### src/design/framed_command_receiver_defines.svh
// ---------------------------------------------------------------------------
// Assertion macros for the framed command receiver
// Shared concurrent check forms, clocked on clk_i, off during reset.
// ---------------------------------------------------------------------------
`ifndef FRAMED_COMMAND_RECEIVER_DEFINES_SVH
`define FRAMED_COMMAND_RECEIVER_DEFINES_SVH

// Same-cycle implication.
`define FCR_ASSERT_IMP(name, ante, cons) \
  name: assert property (@(posedge clk_i) disable iff (!rst_ni) (ante) |-> (cons)) \
    else $error("fcr: same-cycle check failed");

// Next-cycle implication.
`define FCR_ASSERT_NEXT(name, ante, cons) \
  name: assert property (@(posedge clk_i) disable iff (!rst_ni) (ante) |=> (cons)) \
    else $error("fcr: next-cycle check failed");

`endif

### src/design/fcr_pkg.sv
// ---------------------------------------------------------------------------
// fcr_pkg
// Constants, types and helpers shared by the frame receiver modules.
// ---------------------------------------------------------------------------
package fcr_pkg;

  localparam int unsigned MaxPayloadDefault = 32;
  localparam int unsigned ByteW = 8;
  localparam int unsigned CmdW  = 4;
  localparam int unsigned IdxW  = 5;

  localparam logic [ByteW-1:0] HdrFirst  = 8'hFD;
  localparam logic [ByteW-1:0] HdrSecond = 8'hDF;

  localparam logic [ByteW-1:0] CmdOne   = 8'h01;
  localparam logic [ByteW-1:0] CmdTwo   = 8'h02;
  localparam logic [ByteW-1:0] CmdThree = 8'h03;
  localparam logic [ByteW-1:0] CmdFour  = 8'h04;
  localparam logic [ByteW-1:0] CmdExt   = 8'h0A;

  typedef struct packed {
    logic            status;
    logic [CmdW-1:0] command;
    logic            has_payload;
  } fcr_desc_hdr_t;

  typedef struct packed {
    logic valid;
    logic bank;
  } fcr_rel_t;

  function automatic logic cmd_known(input logic [ByteW-1:0] b);
    logic ok;
    case (b) inside
      CmdOne, CmdTwo, CmdThree, CmdFour, CmdExt: ok = 1'b1;
      default: ok = 1'b0;
    endcase
    return ok;
  endfunction

endpackage

### src/design/fcr_desc_fifo.sv
// ---------------------------------------------------------------------------
// fcr_desc_fifo
// Two-entry queue of frame descriptors between parser and emitter.
// ---------------------------------------------------------------------------
module fcr_desc_fifo #(
  parameter int unsigned Width = 8
) (
  input  logic             clk_i,
  input  logic             rst_ni,
  input  logic             push_i,
  input  logic [Width-1:0] data_i,
  output logic             full_o,
  input  logic             pop_i,
  output logic [Width-1:0] data_o,
  output logic             empty_o
);

  logic [Width-1:0] ent_q [2];
  logic             wr_ptr_q, rd_ptr_q;
  logic [1:0]       cnt_q;

  assign full_o  = cnt_q[1];
  assign empty_o = (cnt_q == 2'd0);
  assign data_o  = ent_q[rd_ptr_q];

  always_ff @(posedge clk_i or negedge rst_ni) begin
    if (!rst_ni) begin
      wr_ptr_q <= 1'b0;
      rd_ptr_q <= 1'b0;
      cnt_q    <= 2'd0;
      ent_q[0] <= '0;
      ent_q[1] <= '0;
    end else begin
      if (push_i) begin
        ent_q[wr_ptr_q] <= data_i;
        wr_ptr_q        <= ~wr_ptr_q;
      end
      if (pop_i) begin
        rd_ptr_q <= ~rd_ptr_q;
      end
      case ({push_i, pop_i})
        2'b10:   cnt_q <= cnt_q + 2'd1;
        2'b01:   cnt_q <= cnt_q - 2'd1;
        default: cnt_q <= cnt_q;
      endcase
    end
  end

endmodule

### src/design/fcr_front.sv
// ---------------------------------------------------------------------------
// fcr_front
// Header hunt, command and length checks, payload capture and checksum.
// ---------------------------------------------------------------------------
`include "framed_command_receiver_defines.svh"

module fcr_front import fcr_pkg::*; #(
  parameter  int unsigned MaxPayload = MaxPayloadDefault,
  localparam int unsigned LenW       = $clog2(MaxPayload + 1),
  localparam int unsigned AddrW      = (MaxPayload > 1) ? $clog2(MaxPayload) : 1,
  localparam int unsigned DescW      = $bits(fcr_desc_hdr_t) + 1 + LenW
) (
  input  logic             clk_i,
  input  logic             rst_ni,
  input  logic             push,
  output logic             full,
  input  logic [ByteW-1:0] rx_byte_i,
  input  logic             cfg_we_i,
  input  logic             cfg_wdata_i,
  input  logic             desc_full_i,
  output logic             desc_push_o,
  output logic [DescW-1:0] desc_o,
  output logic             wr_en_o,
  output logic [AddrW:0]   wr_addr_o,
  output logic [ByteW-1:0] wr_data_o,
  input  fcr_rel_t         rel_i
);

  typedef enum logic [1:0] {PH_HUNT, PH_CMD, PH_LEN, PH_DATA} phase_e;

  phase_e          phase_q;
  logic            hdr_seen_q;
  logic            inhibit_q;
  logic [LenW-1:0] cnt_q, len_q;
  logic [CmdW-1:0] cmd_q;
  logic [ByteW-1:0] xor_q;
  logic            bank_q;
  logic [1:0]      busy_q, busy_d;

  logic          accept, store, sum_good, has_pl;
  fcr_desc_hdr_t hdr;

  assign full     = desc_full_i | busy_q[bank_q];
  assign accept   = push & ~full;
  assign store    = (phase_q == PH_DATA) && (cnt_q < len_q);
  assign sum_good = (xor_q == rx_byte_i);
  assign has_pl   = sum_good && (len_q != '0);

  assign hdr.status      = ~sum_good;
  assign hdr.command     = cmd_q;
  assign hdr.has_payload = has_pl;

  assign desc_push_o = accept && (phase_q == PH_DATA) && !store;
  assign desc_o      = {hdr, bank_q, len_q};

  assign wr_en_o   = accept && store;
  assign wr_addr_o = {bank_q, cnt_q[AddrW-1:0]};
  assign wr_data_o = rx_byte_i;

  always_comb begin
    busy_d = busy_q;
    if (rel_i.valid) begin
      busy_d[rel_i.bank] = 1'b0;
    end
    if (desc_push_o && has_pl) begin
      busy_d[bank_q] = 1'b1;
    end
  end

  always_ff @(posedge clk_i or negedge rst_ni) begin
    if (!rst_ni) begin
      phase_q    <= PH_HUNT;
      hdr_seen_q <= 1'b0;
      inhibit_q  <= 1'b0;
      cnt_q      <= '0;
      len_q      <= '0;
      cmd_q      <= '0;
      xor_q      <= '0;
      bank_q     <= 1'b0;
      busy_q     <= '0;
    end else begin
      busy_q <= busy_d;
      if (cfg_we_i) begin
        inhibit_q <= cfg_wdata_i;
      end
      if (accept) begin
        unique case (phase_q)
          PH_HUNT: begin
            if (!hdr_seen_q) begin
              hdr_seen_q <= (rx_byte_i == HdrFirst);
            end else begin
              hdr_seen_q <= 1'b0;
              if (rx_byte_i == HdrSecond && !inhibit_q) begin
                phase_q <= PH_CMD;
              end
            end
          end
          PH_CMD: begin
            if (cmd_known(rx_byte_i)) begin
              cmd_q   <= rx_byte_i[CmdW-1:0];
              phase_q <= PH_LEN;
            end else begin
              phase_q <= PH_HUNT;
            end
          end
          PH_LEN: begin
            if (rx_byte_i <= ByteW'(MaxPayload)) begin
              len_q   <= rx_byte_i[LenW-1:0];
              xor_q   <= HdrFirst ^ HdrSecond ^ {{(ByteW-CmdW){1'b0}}, cmd_q} ^ rx_byte_i;
              cnt_q   <= '0;
              phase_q <= PH_DATA;
            end else begin
              phase_q <= PH_HUNT;
            end
          end
          PH_DATA: begin
            if (store) begin
              xor_q <= xor_q ^ rx_byte_i;
              cnt_q <= cnt_q + 1'b1;
            end else begin
              phase_q <= PH_HUNT;
              if (has_pl) begin
                bank_q <= ~bank_q;
              end
            end
          end
        endcase
      end
    end
  end

  `FCR_ASSERT_IMP(a_desc_no_overflow, desc_push_o, !desc_full_i)
  `FCR_ASSERT_IMP(a_wr_free_bank, wr_en_o, !busy_q[wr_addr_o[AddrW]])
  `FCR_ASSERT_IMP(a_rel_busy_bank, rel_i.valid, busy_q[rel_i.bank])

endmodule

### src/design/fcr_back.sv
// ---------------------------------------------------------------------------
// fcr_back
// Payload store and result emitter: one result item per stored byte of a good
// frame, and a single item for an empty or bad frame.
`include "framed_command_receiver_defines.svh"

module fcr_back import fcr_pkg::*; #(
  parameter  int unsigned MaxPayload = MaxPayloadDefault,
  localparam int unsigned LenW       = $clog2(MaxPayload + 1),
  localparam int unsigned AddrW      = (MaxPayload > 1) ? $clog2(MaxPayload) : 1,
  localparam int unsigned DescW      = $bits(fcr_desc_hdr_t) + 1 + LenW
) (
  input  logic             clk_i,
  input  logic             rst_ni,
  input  logic             desc_empty_i,
  input  logic [DescW-1:0] desc_i,
  output logic             desc_pop_o,
  input  logic             wr_en_i,
  input  logic [AddrW:0]   wr_addr_i,
  input  logic [ByteW-1:0] wr_data_i,
  output fcr_rel_t         rel_o,
  output logic             empty,
  input  logic             pop,
  output logic             status_o,
  output logic [CmdW-1:0]  command_o,
  output logic             has_payload_o,
  output logic [ByteW-1:0] payload_byte_o,
  output logic [IdxW-1:0]  byte_index_o,
  output logic             last_o
);

  typedef enum logic [1:0] {BK_IDLE, BK_READ, BK_EMIT} back_e;

  logic [ByteW-1:0] mem_q [2**(AddrW+1)];
  logic [ByteW-1:0] rd_q;

  back_e            st_q;
  logic             bank_q;
  logic [LenW-1:0]  len_q, idx_q;
  logic [CmdW-1:0]  cmd_q;

  logic             out_valid_q, out_status_q, out_has_q, out_last_q;
  logic [CmdW-1:0]  out_cmd_q;
  logic [ByteW-1:0] out_data_q;
  logic [IdxW-1:0]  out_idx_q;

  fcr_desc_hdr_t        hdr;
  logic                 out_free, is_last, emit_byte, out_load;
  logic [LenW+IdxW-1:0] idx_ext;

  assign hdr      = desc_i[DescW-1 -: $bits(fcr_desc_hdr_t)];
  assign out_free = !out_valid_q || pop;
  assign is_last  = ({1'b0, idx_q} + 1'b1) == {1'b0, len_q};
  assign idx_ext  = {{IdxW{1'b0}}, idx_q};

  assign desc_pop_o = (st_q == BK_IDLE) && !desc_empty_i && out_free;
  assign emit_byte  = (st_q == BK_EMIT) && out_free;
  assign out_load   = (desc_pop_o && !hdr.has_payload) || emit_byte;
  assign rel_o.valid = emit_byte && is_last;
  assign rel_o.bank  = bank_q;

  assign empty          = !out_valid_q;
  assign status_o       = out_status_q;
  assign command_o      = out_cmd_q;
  assign has_payload_o  = out_has_q;
  assign payload_byte_o = out_data_q;
  assign byte_index_o   = out_idx_q;
  assign last_o         = out_last_q;

  always_ff @(posedge clk_i) begin
    if (wr_en_i) begin
      mem_q[wr_addr_i] <= wr_data_i;
    end
    rd_q <= mem_q[{bank_q, idx_q[AddrW-1:0]}];
  end

  always_ff @(posedge clk_i or negedge rst_ni) begin
    if (!rst_ni) begin
      st_q         <= BK_IDLE;
      bank_q       <= 1'b0;
      len_q        <= '0;
      idx_q        <= '0;
      cmd_q        <= '0;
      out_valid_q  <= 1'b0;
      out_status_q <= 1'b0;
      out_cmd_q    <= '0;
      out_has_q    <= 1'b0;
      out_data_q   <= '0;
      out_idx_q    <= '0;
      out_last_q   <= 1'b0;
    end else begin
      if (out_load) begin
        out_valid_q <= 1'b1;
      end else if (pop && out_valid_q) begin
        out_valid_q <= 1'b0;
      end
      unique case (st_q)
        BK_IDLE: begin
          if (desc_pop_o) begin
            cmd_q  <= hdr.command;
            bank_q <= desc_i[LenW];
            len_q  <= desc_i[LenW-1:0];
            idx_q  <= '0;
            if (hdr.has_payload) begin
              st_q <= BK_READ;
            end else begin
              out_status_q <= hdr.status;
              out_cmd_q    <= hdr.command;
              out_has_q    <= 1'b0;
              out_data_q   <= '0;
              out_idx_q    <= '0;
              out_last_q   <= 1'b1;
            end
          end
        end
        BK_READ: begin
          st_q <= BK_EMIT;
        end
        BK_EMIT: begin
          if (emit_byte) begin
            out_status_q <= 1'b0;
            out_cmd_q    <= cmd_q;
            out_has_q    <= 1'b1;
            out_data_q   <= rd_q;
            out_idx_q    <= idx_ext[IdxW-1:0];
            out_last_q   <= is_last;
            if (is_last) begin
              st_q <= BK_IDLE;
            end else begin
              idx_q <= idx_q + 1'b1;
              st_q  <= BK_READ;
            end
          end
        end
        default: st_q <= BK_IDLE;
      endcase
    end
  end

  `FCR_ASSERT_IMP(a_idx_in_range, st_q != BK_IDLE, idx_q < len_q)
  `FCR_ASSERT_NEXT(a_last_lands, rel_o.valid, out_valid_q && out_last_q && st_q == BK_IDLE)
  `FCR_ASSERT_NEXT(a_single_item, desc_pop_o && !hdr.has_payload, out_valid_q && out_last_q && !out_has_q)

endmodule

### src/design/framed_command_receiver.sv
// ---------------------------------------------------------------------------
// framed_command_receiver
// Parses FD DF / command / length / payload / XOR checksum frames from a
// byte stream and releases the payload of each good frame item by item.
//
//   channel  | handshake                 | payload
//   ---------+---------------------------+------------------------------------
//   input    | push, full                | rx_byte_i
//   result   | empty, pop                | status_o command_o has_payload_o
//            |                           | payload_byte_o byte_index_o last_o
//   config   | cfg_we_i                  | cfg_wdata_i (rx inhibit)
//
// Bytes are taken one per cycle while full is low; the parser finishes each
// byte in that cycle. A good frame drains byte by byte (payload RAM read,
// then the output register); error and empty frames give one result each.
// Payload RAM has two banks, so one frame may drain while the next is parsed;
// full rises when the bank being written is held or the descriptor queue is
// full. Reset is immediate: the RAM needs no clearing pass.
// ---------------------------------------------------------------------------
module framed_command_receiver import fcr_pkg::*; #(
  parameter int unsigned MaxPayload = MaxPayloadDefault
) (
  input  logic             clk_i,
  input  logic             rst_ni,
  input  logic             push,
  output logic             full,
  input  logic [ByteW-1:0] rx_byte_i,
  output logic             empty,
  input  logic             pop,
  output logic             status_o,
  output logic [CmdW-1:0]  command_o,
  output logic             has_payload_o,
  output logic [ByteW-1:0] payload_byte_o,
  output logic [IdxW-1:0]  byte_index_o,
  output logic             last_o,
  input  logic             cfg_we_i,
  input  logic             cfg_wdata_i
);

  localparam int unsigned LenW  = $clog2(MaxPayload + 1);
  localparam int unsigned AddrW = (MaxPayload > 1) ? $clog2(MaxPayload) : 1;
  localparam int unsigned DescW = $bits(fcr_desc_hdr_t) + 1 + LenW;

  logic             desc_push, desc_full, desc_pop, desc_empty;
  logic [DescW-1:0] desc_in, desc_out;
  logic             wr_en;
  logic [AddrW:0]   wr_addr;
  logic [ByteW-1:0] wr_data;
  fcr_rel_t         rel;

  fcr_front #(
    .MaxPayload(MaxPayload)
  ) u_front (
    .clk_i       (clk_i),
    .rst_ni      (rst_ni),
    .push        (push),
    .full        (full),
    .rx_byte_i   (rx_byte_i),
    .cfg_we_i    (cfg_we_i),
    .cfg_wdata_i (cfg_wdata_i),
    .desc_full_i (desc_full),
    .desc_push_o (desc_push),
    .desc_o      (desc_in),
    .wr_en_o     (wr_en),
    .wr_addr_o   (wr_addr),
    .wr_data_o   (wr_data),
    .rel_i       (rel)
  );

  fcr_desc_fifo #(
    .Width(DescW)
  ) u_desc_fifo (
    .clk_i   (clk_i),
    .rst_ni  (rst_ni),
    .push_i  (desc_push),
    .data_i  (desc_in),
    .full_o  (desc_full),
    .pop_i   (desc_pop),
    .data_o  (desc_out),
    .empty_o (desc_empty)
  );

  fcr_back #(
    .MaxPayload(MaxPayload)
  ) u_back (
    .clk_i          (clk_i),
    .rst_ni         (rst_ni),
    .desc_empty_i   (desc_empty),
    .desc_i         (desc_out),
    .desc_pop_o     (desc_pop),
    .wr_en_i        (wr_en),
    .wr_addr_i      (wr_addr),
    .wr_data_i      (wr_data),
    .rel_o          (rel),
    .empty          (empty),
    .pop            (pop),
    .status_o       (status_o),
    .command_o      (command_o),
    .has_payload_o  (has_payload_o),
    .payload_byte_o (payload_byte_o),
    .byte_index_o   (byte_index_o),
    .last_o         (last_o)
  );

endmodule

### config.mk
export PLATFORM = sky130hd
export DESIGN_NAME = framed_command_receiver
export DESIGN_NICKNAME = d
export VERILOG_FILES = /design/src/design/fcr_pkg.sv /design/src/design/fcr_desc_fifo.sv /design/src/design/fcr_front.sv /design/src/design/fcr_back.sv /design/src/design/framed_command_receiver.sv
export VERILOG_INCLUDE_DIRS = /design/src /design/src/design
export SDC_FILE = /design/constraint.sdc
export NUM_CORES = 1
export LEC_CHECK = 0
export ABC_AREA = 1
export BUFFER_PORTS_ARGS = -buffer_cell sky130_fd_sc_hd__buf_2
export CORE_MARGIN = 1
export CORE_UTILIZATION = 60
export DETAILED_ROUTE_END_ITERATION = 12
export PLACE_DENSITY = 0.76
export SYNTH_ARGS = -nofsm -noshare
export SYNTH_HDL_FRONTEND = slang
export SYNTH_HIERARCHICAL = 1
export SYNTH_SLANG_ARGS = --single-unit
### constraint.sdc
create_clock -name clk_i -period 4.3 [get_ports clk_i]
set_input_delay 0.86 -clock clk_i [delete_from_list [all_inputs] [get_ports clk_i]]
set_output_delay 0.86 -clock clk_i [all_outputs]
set_load 0.01 [all_outputs]
== Word level (Yosys, flattened, before mapping) ==
Memory sizes are Yosys's and may differ from the RTL's. A register that Yosys moved wholly into a read port is not among the register bits.
Cells that the tools add are included.

* Add/subtract/negate cells: 5
* Magnitude comparators: 9
* Eq/ne operators: 26
* Muxes and demuxes: 68
* Bitwise logic cells: 16
* Reduce and logical (&&, ||, !) cells: 42

{| class="wikitable"
|+ Operators with widths
! cell !! count
|-
| $mux 13 || 4
|-
| $mux 8 || 5
|-
| $pmux 8 s2 || 2
|-
| $mux 6 || 5
|-
| $bwmux 26 || 1
|-
| $pmux 6 s2 || 2
|-
| $mux 1 || 22
|-
| $mux 2 || 10
|-
| $reduce_and 4->1 || 5
|-
| $eq 8x2->1 const B || 2
|-
| $eq 8x8->1 const B || 2
|-
| $logic_and 1x1->1 || 16
|-
| $mux 5 || 3
|-
| $demux 13 s1 || 1
|-
| $add 6x1->6 const B || 2
|-
| $mux 4 || 3
|-
| $ne 2x1->1 const B || 6
|-
| $pmux 5 s2 || 1
|-
| $reduce_and 3->1 || 3
|-
| $eq 2x2->1 const B || 4
|-
| $eq 8x1->1 const B || 1
|-
| $eq 8x3->1 const B || 1
|-
| $eq 8x4->1 const B || 1
|-
| $eq 8x8->1 || 1
|-
| 34 further kinds || 63
|}

* Register bits after elaboration: 101
* Memory bits (writable): 512
* Bits of input ports: 14
* Memories kept: 1

{| class="wikitable"
|+ Memory list
! memory !! words !! bits a word !! read ports !! clocked after memory_dff !! wr ports !! RTL line !! RTL
|-
| u_back.mem_q || 64 || 8 || 1 || 1 || 1 || fcr_back.sv:34 || <nowiki>logic [ByteW-1:0] mem_q [2**(AddrW+1)];</nowiki>
|}

== Longest topological paths before layout ==
Gate-level depths: netlist (run 1).

* Word-level depth: 9
* Mapped depth: 15
* Gate-level depth less buffers: 15

== Cells and area by module ==
The synthesis (run 1) kept the hierarchy.

{| class="wikitable"
|+ Modules (own cells, without submodules)
! module !! instances !! cells an instance !! area each (um^2) !! seq. area each (um^2)
|-
| fcr_back || 1 || 1981 || 22836.9 || 16535.9
|-
| fcr_front || 1 || 299 || 2189.6 || 775.7
|-
| fcr_desc_fifo || 1 || 161 || 1390.1 || 750.7
|}

== Least setup slack after synthesis (run 1) ==
No wires, ideal clock.

* Path type: reg-to-reg
* Start: register u_front.cnt_q[4]
* End: memory u_back.mem_q[48][0] (enable)
* Library setup time: 0.395 ns
* Data arrival time: 2.588 ns
* Required time: 3.905 ns
* Setup slack: 1.317 ns
* Cell stages (with the launch flop): 10
* Buffers on the path: 1
* Period minus slack after synthesis: 2.983 ns
* Cells stage by stage: dfrtp_1 ha_1 nand2_1 inv_1 a21oi_1 nand3_1 nor2_1 clkbuf_1 nand4_1 nor4_1

* Longest elaborated chain between the ends: 5

{| class="wikitable"
|+ Ends and longest elaborated chain
! what !! RTL line !! RTL
|-
| start, declared || fcr_front.sv:34 || <nowiki>logic [LenW-1:0] cnt_q, len_q;</nowiki>
|-
| start signal, assigned || fcr_front.sv:119 || <nowiki>cnt_q <= cnt_q + 1'b1;</nowiki>
|-
| $lt 6x6->1 || fcr_front.sv:45 || <nowiki>assign store = (phase_q == PH_DATA) && (cnt_q < len_q);</nowiki>
|-
| $logic_and 1x1->1 || fcr_front.sv:45 ||
|-
| $logic_and 1x1->1 || fcr_front.sv:56 || <nowiki>assign wr_en_o = accept && store;</nowiki>
|-
| net wr_en || framed_command_receiver.sv:46 || <nowiki>logic wr_en;</nowiki>
|-
| $mux 1 || fcr_back.sv:71 || <nowiki>if (wr_en_i) begin</nowiki>
|-
| $mux 1 (not written as such) || fcr_back.sv:72 || <nowiki>mem_q[wr_addr_i] <= wr_data_i;</nowiki>
|-
| end, declared || fcr_back.sv:34 ||
|}

The timed path passes the listed nets, and every way through them passes these cells.

== Final worst setup path (run 1) ==
* Start: register u_front.cnt_q[4]
* End: memory u_back.mem_q[14][1] (enable)

Same word-level chain as after synthesis.

==> results of run 1 <==
-- cells in the final DEF (no fill, tap or decap), types with 27 or more instances in the layout --
master and count:
nor2_1 150, a21oi_1 46, clkbuf_16 63, buf_2 34, nand2_1 758, edfxtp_1 512, buf_4 87, nand3_1 358
o21ai_0 89, dfrtp_1 98, inv_1 85, o21ai_2 27
-- cell families after synthesis --
logic type	Yosys count
flops	621
simple gates	1326
fa+ha+maj	8
mux	1
buf+inv	253
xor+xnor	7
compound gates	225
-- report_power, final --
| part | leakage (nW) | switching, mW | internal [mW] |
|---|---|---|---|
| Combinational | 4.18 | 1.04 | 0.393 |
| Clock | 0.954 | 2.20 | 3.04 |
| Sequential | 5.99 | 0.0774 | 6.60 |
| Total | 11.1 | 3.32 | 10.0 |
-- flip-flops by register name, summed over array words and instances (netlist names), 5 cells and up --
| signal | flops |
|---|---|
| u_back/byte_index_o | 5 |
| u_back/idx_q | 6 |
| u_back/len_q | 6 |
| u_back/mem_q | 512 |
| u_back/payload_byte_o | 8 |
| u_back/rd_q | 8 |
| u_desc_fifo/ent_q | 26 |
| u_front/cnt_q | 6 |
| u_front/len_q | 6 |
| u_front/xor_q | 8 |
-- cell type report --
cell class	count	share of cell area [%]
flip-flops and latches	621	62.0
multi-input cells	1567	24.4
clock buffers	87	5.85
repair buffers	124	3.03
well taps	585	2.51
inverters	103	1.35
clock inverters	23	0.837
-- routing by layer --
layer	share of wire [%]	track usage [%]	vias to the layer above	wire, um
li1	-	-	8448	-
met4	3.7	12.1	0	2460
met1	39	41.2	9007	25900
met3	9.9	5.53	169	6550
met2	47	47.3	1033	31000
met5	0	0	-	0
-- worst paths after layout --
check                                             startpoint                                    to  slack, ps  cells after the start
worst max-delay path            u_front/cnt_q[4]$_DFFE_PN0P_         u_back/mem_q[14][1]$_DFFE_PP_        810                      9
worst min-delay path                                  rst_ni    u_back/byte_index_o[3]$_DFFE_PN0P_        410                      1
worst max register to register  u_front/cnt_q[4]$_DFFE_PN0P_         u_back/mem_q[14][1]$_DFFE_PP_        810                      9
worst min register to register        u_back/rd_q[0]$_DFF_P_  u_back/payload_byte_o[0]$_DFFE_PN0P_        460                      1
max in group asynchronous                             rst_ni          u_front/xor_q[7]$_DFFE_PN0P_       2980                      2
min in group clk_i                    u_back/rd_q[0]$_DFF_P_  u_back/payload_byte_o[0]$_DFFE_PN0P_        460                      1
-- critical path, delay by kind of cell (launching register included) --
family | cells | cell delay, ps
AOI/OAI and AO/OA | 1 | 180
buffers and inverters | 2 | 320
DFF | 1 | 570
and+or+nand+nor | 5 | 1710
adders and majority gates | 1 | 320
-- metrics by stage --
step                cells  area [um2]
floorplan            2441       26400
global placement     3000       27200
detailed placement   3000       27200
CTS                  3110       29200
global route         3110       29200
finish               3110       29200
==> flow_summary_export.csv, run 1 <==
group,metric,value,unit
status,status,"finished, final reports clean",
pwr,power,13.4,mW
drt,via_per_inst,6.00,
timing,slew_headroom,18.2,%
final_layout,multi_input_comb_area,7120,um2
setup_path,cp.arrival,3740,ps
yosys,ys_seq_area_share,68.4,%
drt,drc_errors,0,
floorplan,core,43300,um2
clock_network,cts_buffer_depth,3,
job,drv_cap,0,
yosys,synthAdderAreaFrac,0.379,%
floorplan,die_w,212,um
final_layout,diodes,0,
drt,drt-total-wl,66000,um
yosys,synth-xor-area-share,0.232,%
timing,post-route-period-util,81.1,%
pwr,power_density,458,nW/um2
timing,hold_violations,0,
floorplan,die_h,212,um
setup_path,path_common_cell,"nor2_1",
clock_network,tritoncts,"done",
drt,firstDrtPassIters,9,
placed_design,dp_hpwl,39400,um
clock_network,post_cts_resized,0,
global_routing,antenna_found_initial,0,
clock_network,cts_setup_buffers,0,
floorplan,dieArea,44900,um2
timing,fmax,287,MHz
clock_network,cts_sinks,621,
clock_network,ctsRootBufferMaster,"clkbuf_16",
global_routing,grt_max_degree,148,
yosys,synth-edff-count,512,
floorplan,initial_core_util,61.1,%
final_layout,syn_to_final_growth,10.3,%
timing,setup_violations,0,
yosys,synth-seq-cells,621,
floorplan,row_count,76,
final_layout,fillers,3125,
yosys,synth-compound-area-share,4.95,%
final_layout,ff_latch_area,18100,um2
pwr,ir_drop,0.428,mV
timing,final.setup.tns,0,ps
yosys,synth_cells,2441,
setup_path,path_class,"register to register",
yosys,synth.distinct_cells,42,
yosys,synth.area.top_cells,"edfxtp_1 (58%), nand2_1 (11%), dfrtp_1 (9.6%), nand3_1 (6.8%), nor2_1 (2.1%)",
yosys,syn_area,26400,um2
placed_design,pre_cts_slack,1010,ps
floorplan,ioPinCount,36,
yosys,synth_top_family_by_area,"simple AND/OR/NAND/NOR gates",
timing,fin_ws,814,ps
drt,vias,18700,
pwr,p_leak,11.1,nW
placed_design,port_buffers,35,
global_routing,grtUsageTotal,29.9,%
clock_network,htree_levels,2,
yosys,yosys_warnings,6,
timing,holdWs,409,ps
drt,wl_per_cell,21.2,um
setup_path,crit_path_end_kind,"register",
yosys,synth-simple-area-share,21.3,%
timing,final_max_slew_viol_count,0,
global_routing,grt_pass1_wl,101000,um
clock_network,worst_setup_hold_path_clk_slew,60,ps
global_routing,first_global_vias,17900,
yosys,synth_top_cell_by_area,"edfxtp_1",
timing,worstMarginPinSlew,1230,ps
setup_path,cp.required,4550,ps
setup_path,start_kind,"register",
clock_network,ctsHoldBuffers,0,
final_layout,drive_above_1_share,11.2,%
yosys,async_flop_share,16.3,%
hold_path,hp-class,"input pin to asynchronous set/reset pin",
global_routing,grt_overflow,0,
final_layout,final_util,67.4,%
timing,grt_setup_unrepaired,"no",
setup_path,cp_slowest_stage_delay,570,ps
yosys,synth_top_area_share,58.2,%
timing,skew,20.7,ps
final_layout,nets,2499,
yosys,synth.most_common_cell,"nand2_1",
drt,drt-initial-drc-count,2570,
yosys,syn_nets,2463,
yosys,synthMuxAreaShare,0.0426,%
clock_network,cts_buffers,60,
placed_design,gp_congestion,0.914,
drt,postRouteAntennaNets,0,
timing,layout_min_cycle_time,3490,ps
setup_path,path_cells,"ha_1 -> nand2_1 -> inv_1 -> a21oi_1 -> nand3_1 -> nor2_1 -> nand4_1 -> buf_4 -> nor2_1",
setup_path,cp_max_fo,11,
yosys,synth_area_per_cell,10.8,um2
setup_path,crit_slowest_cell,"dfrtp_1",
yosys,synth_common_cells,"nand2_1 (758), edfxtp_1 (512), nand3_1 (358)",
clock_network,clock_latency,630,ps
yosys,synthFlopType,"edfxtp_1",
Power figures use the tool's default switching activity.
==> run 2, diff against run 1 <==
==> constraint.sdc (replaced) <==
create_clock -name clk_i -period 3.4 [get_ports clk_i]
set_input_delay 0.68 -clock clk_i [delete_from_list [all_inputs] [get_ports clk_i]]
set_output_delay 0.68 -clock clk_i [all_outputs]
set_load 0.01 [all_outputs]
==> run 2 against run 1 <==
- count of clock-buffer cells in the layout shrank 4
- sequential power grew 26%
- critical path type unchanged
- hold slack lost 160 ps
- via count shrank 2.4%
- setup slack lost 490 ps
- largest cell class unchanged
==> flow_summary_export.csv, run 2 (synthesis results as in run 1) <==
group,metric,value,unit
status,status,"finished, final reports clean",
floorplan,row_count,76,
global_routing,antenna_found_initial,0,
setup_path,cp.arrival,3330,ps
floorplan,initial_core_util,61.1,%
pwr,p_sw_share,24.7,%
clock_network,cts_setup_buffers,0,
drt,drt-total-wl,64200,um
clock_network,tritoncts,"done",
pwr,intPower,12.5,mW
placed_design,dp_hpwl,39300,um
timing,layout_min_cycle_time,3080,ps
global_routing,grt_max_degree,162,
drt,drt-initial-drc-count,2170,
timing,hold_violations,0,
final_layout,final_common_cell,"nand2_1",
pwr,power,16.6,mW
job,drv_cap,0,
setup_path,cp.required,3650,ps
floorplan,die_h,212,um
drt,firstDrtPassIters,5,
pwr,ir_drop,0.396,mV
timing,post-route-period-util,90.5,%
pwr,p_seq_share,50.7,%
timing,final.setup.tns,0,ps
timing,holdWs,250,ps
clock_network,worst_setup_hold_path_clk_slew,60,ps
floorplan,core,43300,um2
final_layout,fillers,3070,
setup_path,cp_max_fo,9,
floorplan,dieArea,44900,um2
setup_path,timing.rr.start,"u_front/cnt_q[3]$_DFFE_PN0P_",
global_routing,first_global_vias,17300,
final_layout,nets,2477,
drt,drc_errors,0,
final_layout,top_regs,"u_back/mem_q x512, u_desc_fifo/ent_q x26",
timing,setup_violations,0,
final_layout,drive_above_1_share,10.6,%
pwr,p_sw,4.10,mW
clock_network,ctsRootBufferMaster,"clkbuf_16",
global_routing,grt_pass1_wl,98300,um
final_layout,diodes,0,
placed_design,gp_congestion,0.928,
final_layout,largest_register_ffs,512,
setup_path,worstSetupStartpoint,"u_front/cnt_q[3]$_DFFE_PN0P_",
drt,via_per_inst,5.90,
final_layout,syn_to_final_growth,9.54,%
drt,vias,18200,
pwr,power_density,575,nW/um2
clock_network,cts_buffers,60,
global_routing,grt_overflow,0,
final_layout,final_cell_mix,"nand2_1 (758), edfxtp_1 (512), nand3_1 (358), nor2_1 (149), dfrtp_1 (98)",
timing,skew,16.4,ps
setup_path,path_class,"register to register",
global_routing,grtUsageTotal,29.3,%
placed_design,port_buffers,35,
clock_network,cts_buffer_depth,3,
pwr,p_leak,11.0,nW
timing,grt_setup_unrepaired,"no",
clock_network,ctsHoldBuffers,0,
setup_path,crit_path_end_kind,"register",
hold_path,hp-class,"input pin to asynchronous set/reset pin",
drt,postRouteAntennaNets,0,
timing,worstMarginPinSlew,1070,ps
floorplan,die_w,212,um
pwr,comb_power_share,10.9,%
timing,final_max_slew_viol_count,0,
drt,wl_per_cell,20.8,um
clock_network,htree_levels,2,
clock_network,cts_sinks,621,
setup_path,start_kind,"register",
setup_path,reg2regPathDepth,9,
final_layout,top_register,"u_back/mem_q",
floorplan,ioPinCount,36,
clock_network,clock_latency,620,ps
timing,slew_headroom,28.9,%
timing,fmax,325,MHz
pwr,p_clk_share,38.4,%
clock_network,post_cts_resized,0,
==> run 2: final cells by class <==
class	count	area, um2	area share (%)
Clock inverter	23	198	0.683
Clock buffer	83	1690	5.84
Sequential cell	621	18100	62.4
Multi-Input combinational cell	1567	7120	24.6
Tap cell	585	732	2.53
Timing Repair Buffer	102	731	2.53
Inverter	103	393	1.36
==> run 2: path summary, 6_finish.rpt <==
| path | end | slack [ps] |
|---|---|---|
| worst min register to register | u_back/payload_byte_o[5]$_DFFE_PN0P_ | 460 |
| worst max register to register | u_back/mem_q[28][2]$_DFFE_PP_ | 320 |
| max in group asynchronous | u_front/hdr_seen_q$_DFFE_PN0P_ | 2330 |
| min in group clk_i | u_front/inhibit_q$_DFFE_PN0P_ | 300 |
| worst min-delay path | u_back/byte_index_o[1]$_DFFE_PN0P_ | 250 |
| worst max-delay path | u_back/mem_q[28][2]$_DFFE_PP_ | 320 |
==> run 2: power groups by stage <==
stage               clock network, mW  logic, mW  registers [mW]
floorplan                           0       1.24            8.57
global placement                    0       1.75            8.57
detailed placement                  0       1.78            8.58
CTS                              6.44       1.79            8.42
global route                     6.73       2.00            8.43
finish                           6.38       1.82            8.42
==> run 2: routing by layer <==
metal  routed length, um  part of all wire (%)  vias to the layer above  GRT usage [%]
li1                    -                     -                     8403              -
met1               25800                    40                     8731           40.6
met2               30200                    47                      939           46.6
met3                6350                   9.9                      129           6.01
met4                1940                   3.0                        0           9.97
met5                   0                     0                        -              0
==> run 2: critical path, stage by stage, from the launching register on <==
cell and delay, ps:
dfrtp_1 460, ha_1 320, nand2_1 70, nand2_1 50
a21oi_1 150, nand3_1 200, nor2_2 460, nand4_1 240
buf_4 250, nor2_1 510
==> run 2: metrics by stage <==
| stage | cells | cell area, um2 | setup slack (ps) | util (%) |
|---|---|---|---|---|
| after detailed placement | 2978 | 27000 | 210 | 62.5 |
| after floorplan | 2441 | 26400 | 417 | - |
| after global placement | 2978 | 27000 | 304 | 62.5 |
| after CTS | 3084 | 28900 | 204 | 66.9 |
| final | 3084 | 28900 | 323 | 66.9 |
| after global routing | 3084 | 28900 | 110 | 66.9 |
==> run 3, diff against run 2 <==
--- a/config.mk
+++ b/config.mk
@@ -11,7 +11,7 @@
 export CORE_MARGIN = 1
 export CORE_UTILIZATION = 60
 export DETAILED_ROUTE_END_ITERATION = 12
-export PLACE_DENSITY = 0.76
+export PLACE_DENSITY = 0.73
 export SYNTH_ARGS = -nofsm -noshare
 export SYNTH_HDL_FRONTEND = slang
 export SYNTH_HIERARCHICAL = 1
==> run 3 against run 2 <==
- wire length up 2.3%
- count of clock-buffer cells in the layout down 3
- maximum frequency down 2.2%
==> flow_summary_export.csv, run 3 (synthesis results as in run 1) <==
group,metric,value,unit
global_routing,grt_max_degree,101,
clock_network,htree_levels,2,
timing,fin_ws,254,ps
drt,postRouteAntennaNets,0,
clock_network,tritoncts,"done",
setup_path,cp.arrival,3480,ps
timing,holdWs,104,ps
global_routing,grt_pass1_wl,100000,um
placed_design,pre_cts_slack,50.4,ps
timing,post-route-period-util,92.5,%
floorplan,die_w,212,um
setup_path,crit_slowest_cell,"dfrtp_1",
global_routing,first_global_vias,17500,
timing,hold_violations,0,
floorplan,core,43300,um2
setup_path,start_kind,"register",
clock_network,cts_buffers,61,
floorplan,initial_core_util,61.1,%
hold_path,hp-class,"input pin to asynchronous set/reset pin",
final_layout,drive_above_1_share,10.5,%
timing,slew_headroom,21.8,%
drt,vias,18300,
drt,drt-initial-drc-count,2196,
final_layout,top_regs,"u_back/mem_q x512, u_desc_fifo/ent_q x26",
timing,worstMarginPinSlew,1170,ps
global_routing,antenna_found_initial,3,
timing,final.setup.tns,0,ps
final_layout,ff_latch_area,18100,um2
drt,drc_errors,0,
placed_design,gp_congestion,0.923,
drt,firstDrtPassIters,5,
clock_network,cts_setup_buffers,0,
clock_network,cts_buffer_depth,3,
global_routing,grt_overflow,0,
final_layout,diodes,0,
timing,fmax,318,MHz
pwr,power,16.7,mW
clock_network,worst_setup_hold_path_clk_slew,60,ps
pwr,ir_drop,0.448,mV
pwr,power_density,578,nW/um2
drt,wl_per_cell,21.3,um
clock_network,ctsRootBufferMaster,"clkbuf_16",
final_layout,fillers,3221,
clock_network,clock_latency,630,ps
clock_network,cts_sinks,621,
placed_design,port_buffers,35,
final_layout,largest_register_ffs,512,
setup_path,cp.required,3730,ps
pwr,p_leak,10.9,nW
timing,layout_min_cycle_time,3150,ps
final_layout,multi_input_comb_area,7130,um2
setup_path,cp_slowest_stage_delay,550,ps
final_layout,syn_to_final_growth,9.53,%
placed_design,dp_hpwl,40000,um
setup_path,path_class,"register to register",
timing,skew,15.7,ps
job,drv_cap,0,
floorplan,row_count,76,
drt,via_per_inst,5.94,
final_layout,nets,2469,
setup_path,crit_path_end_kind,"register",
floorplan,die_h,212,um
status,status,"finished, final reports clean",
final_layout,top_register,"u_back/mem_q",
final_layout,final_common_cell,"nand2_1",
floorplan,ioPinCount,36,
timing,final_max_slew_viol_count,0,
setup_path,cp_max_fo,11,
floorplan,dieArea,44900,um2
global_routing,grtUsageTotal,29.9,%
final_layout,final_util,66.9,%
drt,drt-total-wl,65700,um
timing,setup_violations,0,
setup_path,path_cells,"ha_1 -> nand2_1 -> inv_1 -> a21oi_1 -> nand3_1 -> nor2_2 -> nand4_1 -> nor4_1 -> buf_4",
final_layout,final_cell_mix,"nand2_1 (758), edfxtp_1 (512), nand3_1 (358), nor2_1 (146), dfrtp_1 (98)",
timing,grt_setup_unrepaired,"no",
run 3: critical path: cells and delay by family, from the launching register on:
| kind | cells | cell delay (ps) |
|---|---|---|
| compound gates | 1 | 180 |
| fa+ha+maj | 1 | 300 |
| buf+inv | 2 | 280 |
| flops | 1 | 550 |
| simple gates | 5 | 1530 |
run 3: cell type report:
class	count	share of cell area, %
inverters	103	1.36
flip-flops and latches	621	62.5
clock buffers	80	5.66
clock inverters	33	1.02
repair buffers	93	2.34
multi-input cells	1567	24.6
well taps	585	2.53
run 3: per-stage QoR:
step | std cells | cell area (um2)
floorplan | 2441 | 26400
global placement | 2969 | 27000
detailed placement | 2969 | 27000
CTS | 3082 | 28900
global route | 3082 | 28900
finish | 3082 | 28900
run 3: power by group:
group | leakage, nW | internal, mW | switching [mW]
clock | 0.939 | 3.69 | 2.81
sequential | 5.99 | 8.34 | 0.0872
combinational | 4.01 | 0.506 | 1.29
total | 10.9 | 12.5 | 4.19
run 3: worst paths after layout:
check | start | endpoint | slack (ps) | depth (start not counted)
worst max-delay path | u_front/cnt_q[4]$_DFFE_PN0P_ | u_back/mem_q[55][4]$_DFFE_PP_ | 250 | 9
worst min-delay path | rst_ni | u_back/payload_byte_o[0]$_DFFE_PN0P_ | 100 | 1
worst max register to register | u_front/cnt_q[4]$_DFFE_PN0P_ | u_back/mem_q[55][4]$_DFFE_PP_ | 250 | 9
worst min register to register | u_back/rd_q[4]$_DFF_P_ | u_back/payload_byte_o[4]$_DFFE_PN0P_ | 460 | 1
max in group asynchronous | rst_ni | u_front/phase_q[1]$_DFFE_PN0P_ | 2560 | 2
min in group clk_i | cfg_wdata_i | u_front/inhibit_q$_DFFE_PN0P_ | 290 | 2
run 3: metal layers:
metal  part of all wire (%)  vias to the layer above  wire [um]  global-route usage, %
met2                     47                      930      30900                   47.6
met5                  0.015                        -         10                      0
met1                     41                     8823      26700                   41.6
met4                    2.9                        2       1930                   9.72
met3                    9.4                      128       6150                   5.92
li1                       -                     8409          -                      -
run 3: what timing repair did:
item                       CTS  global route
hold buffers                 0             0
gates resized for setup      0             4
setup endpoints to repair    0           456
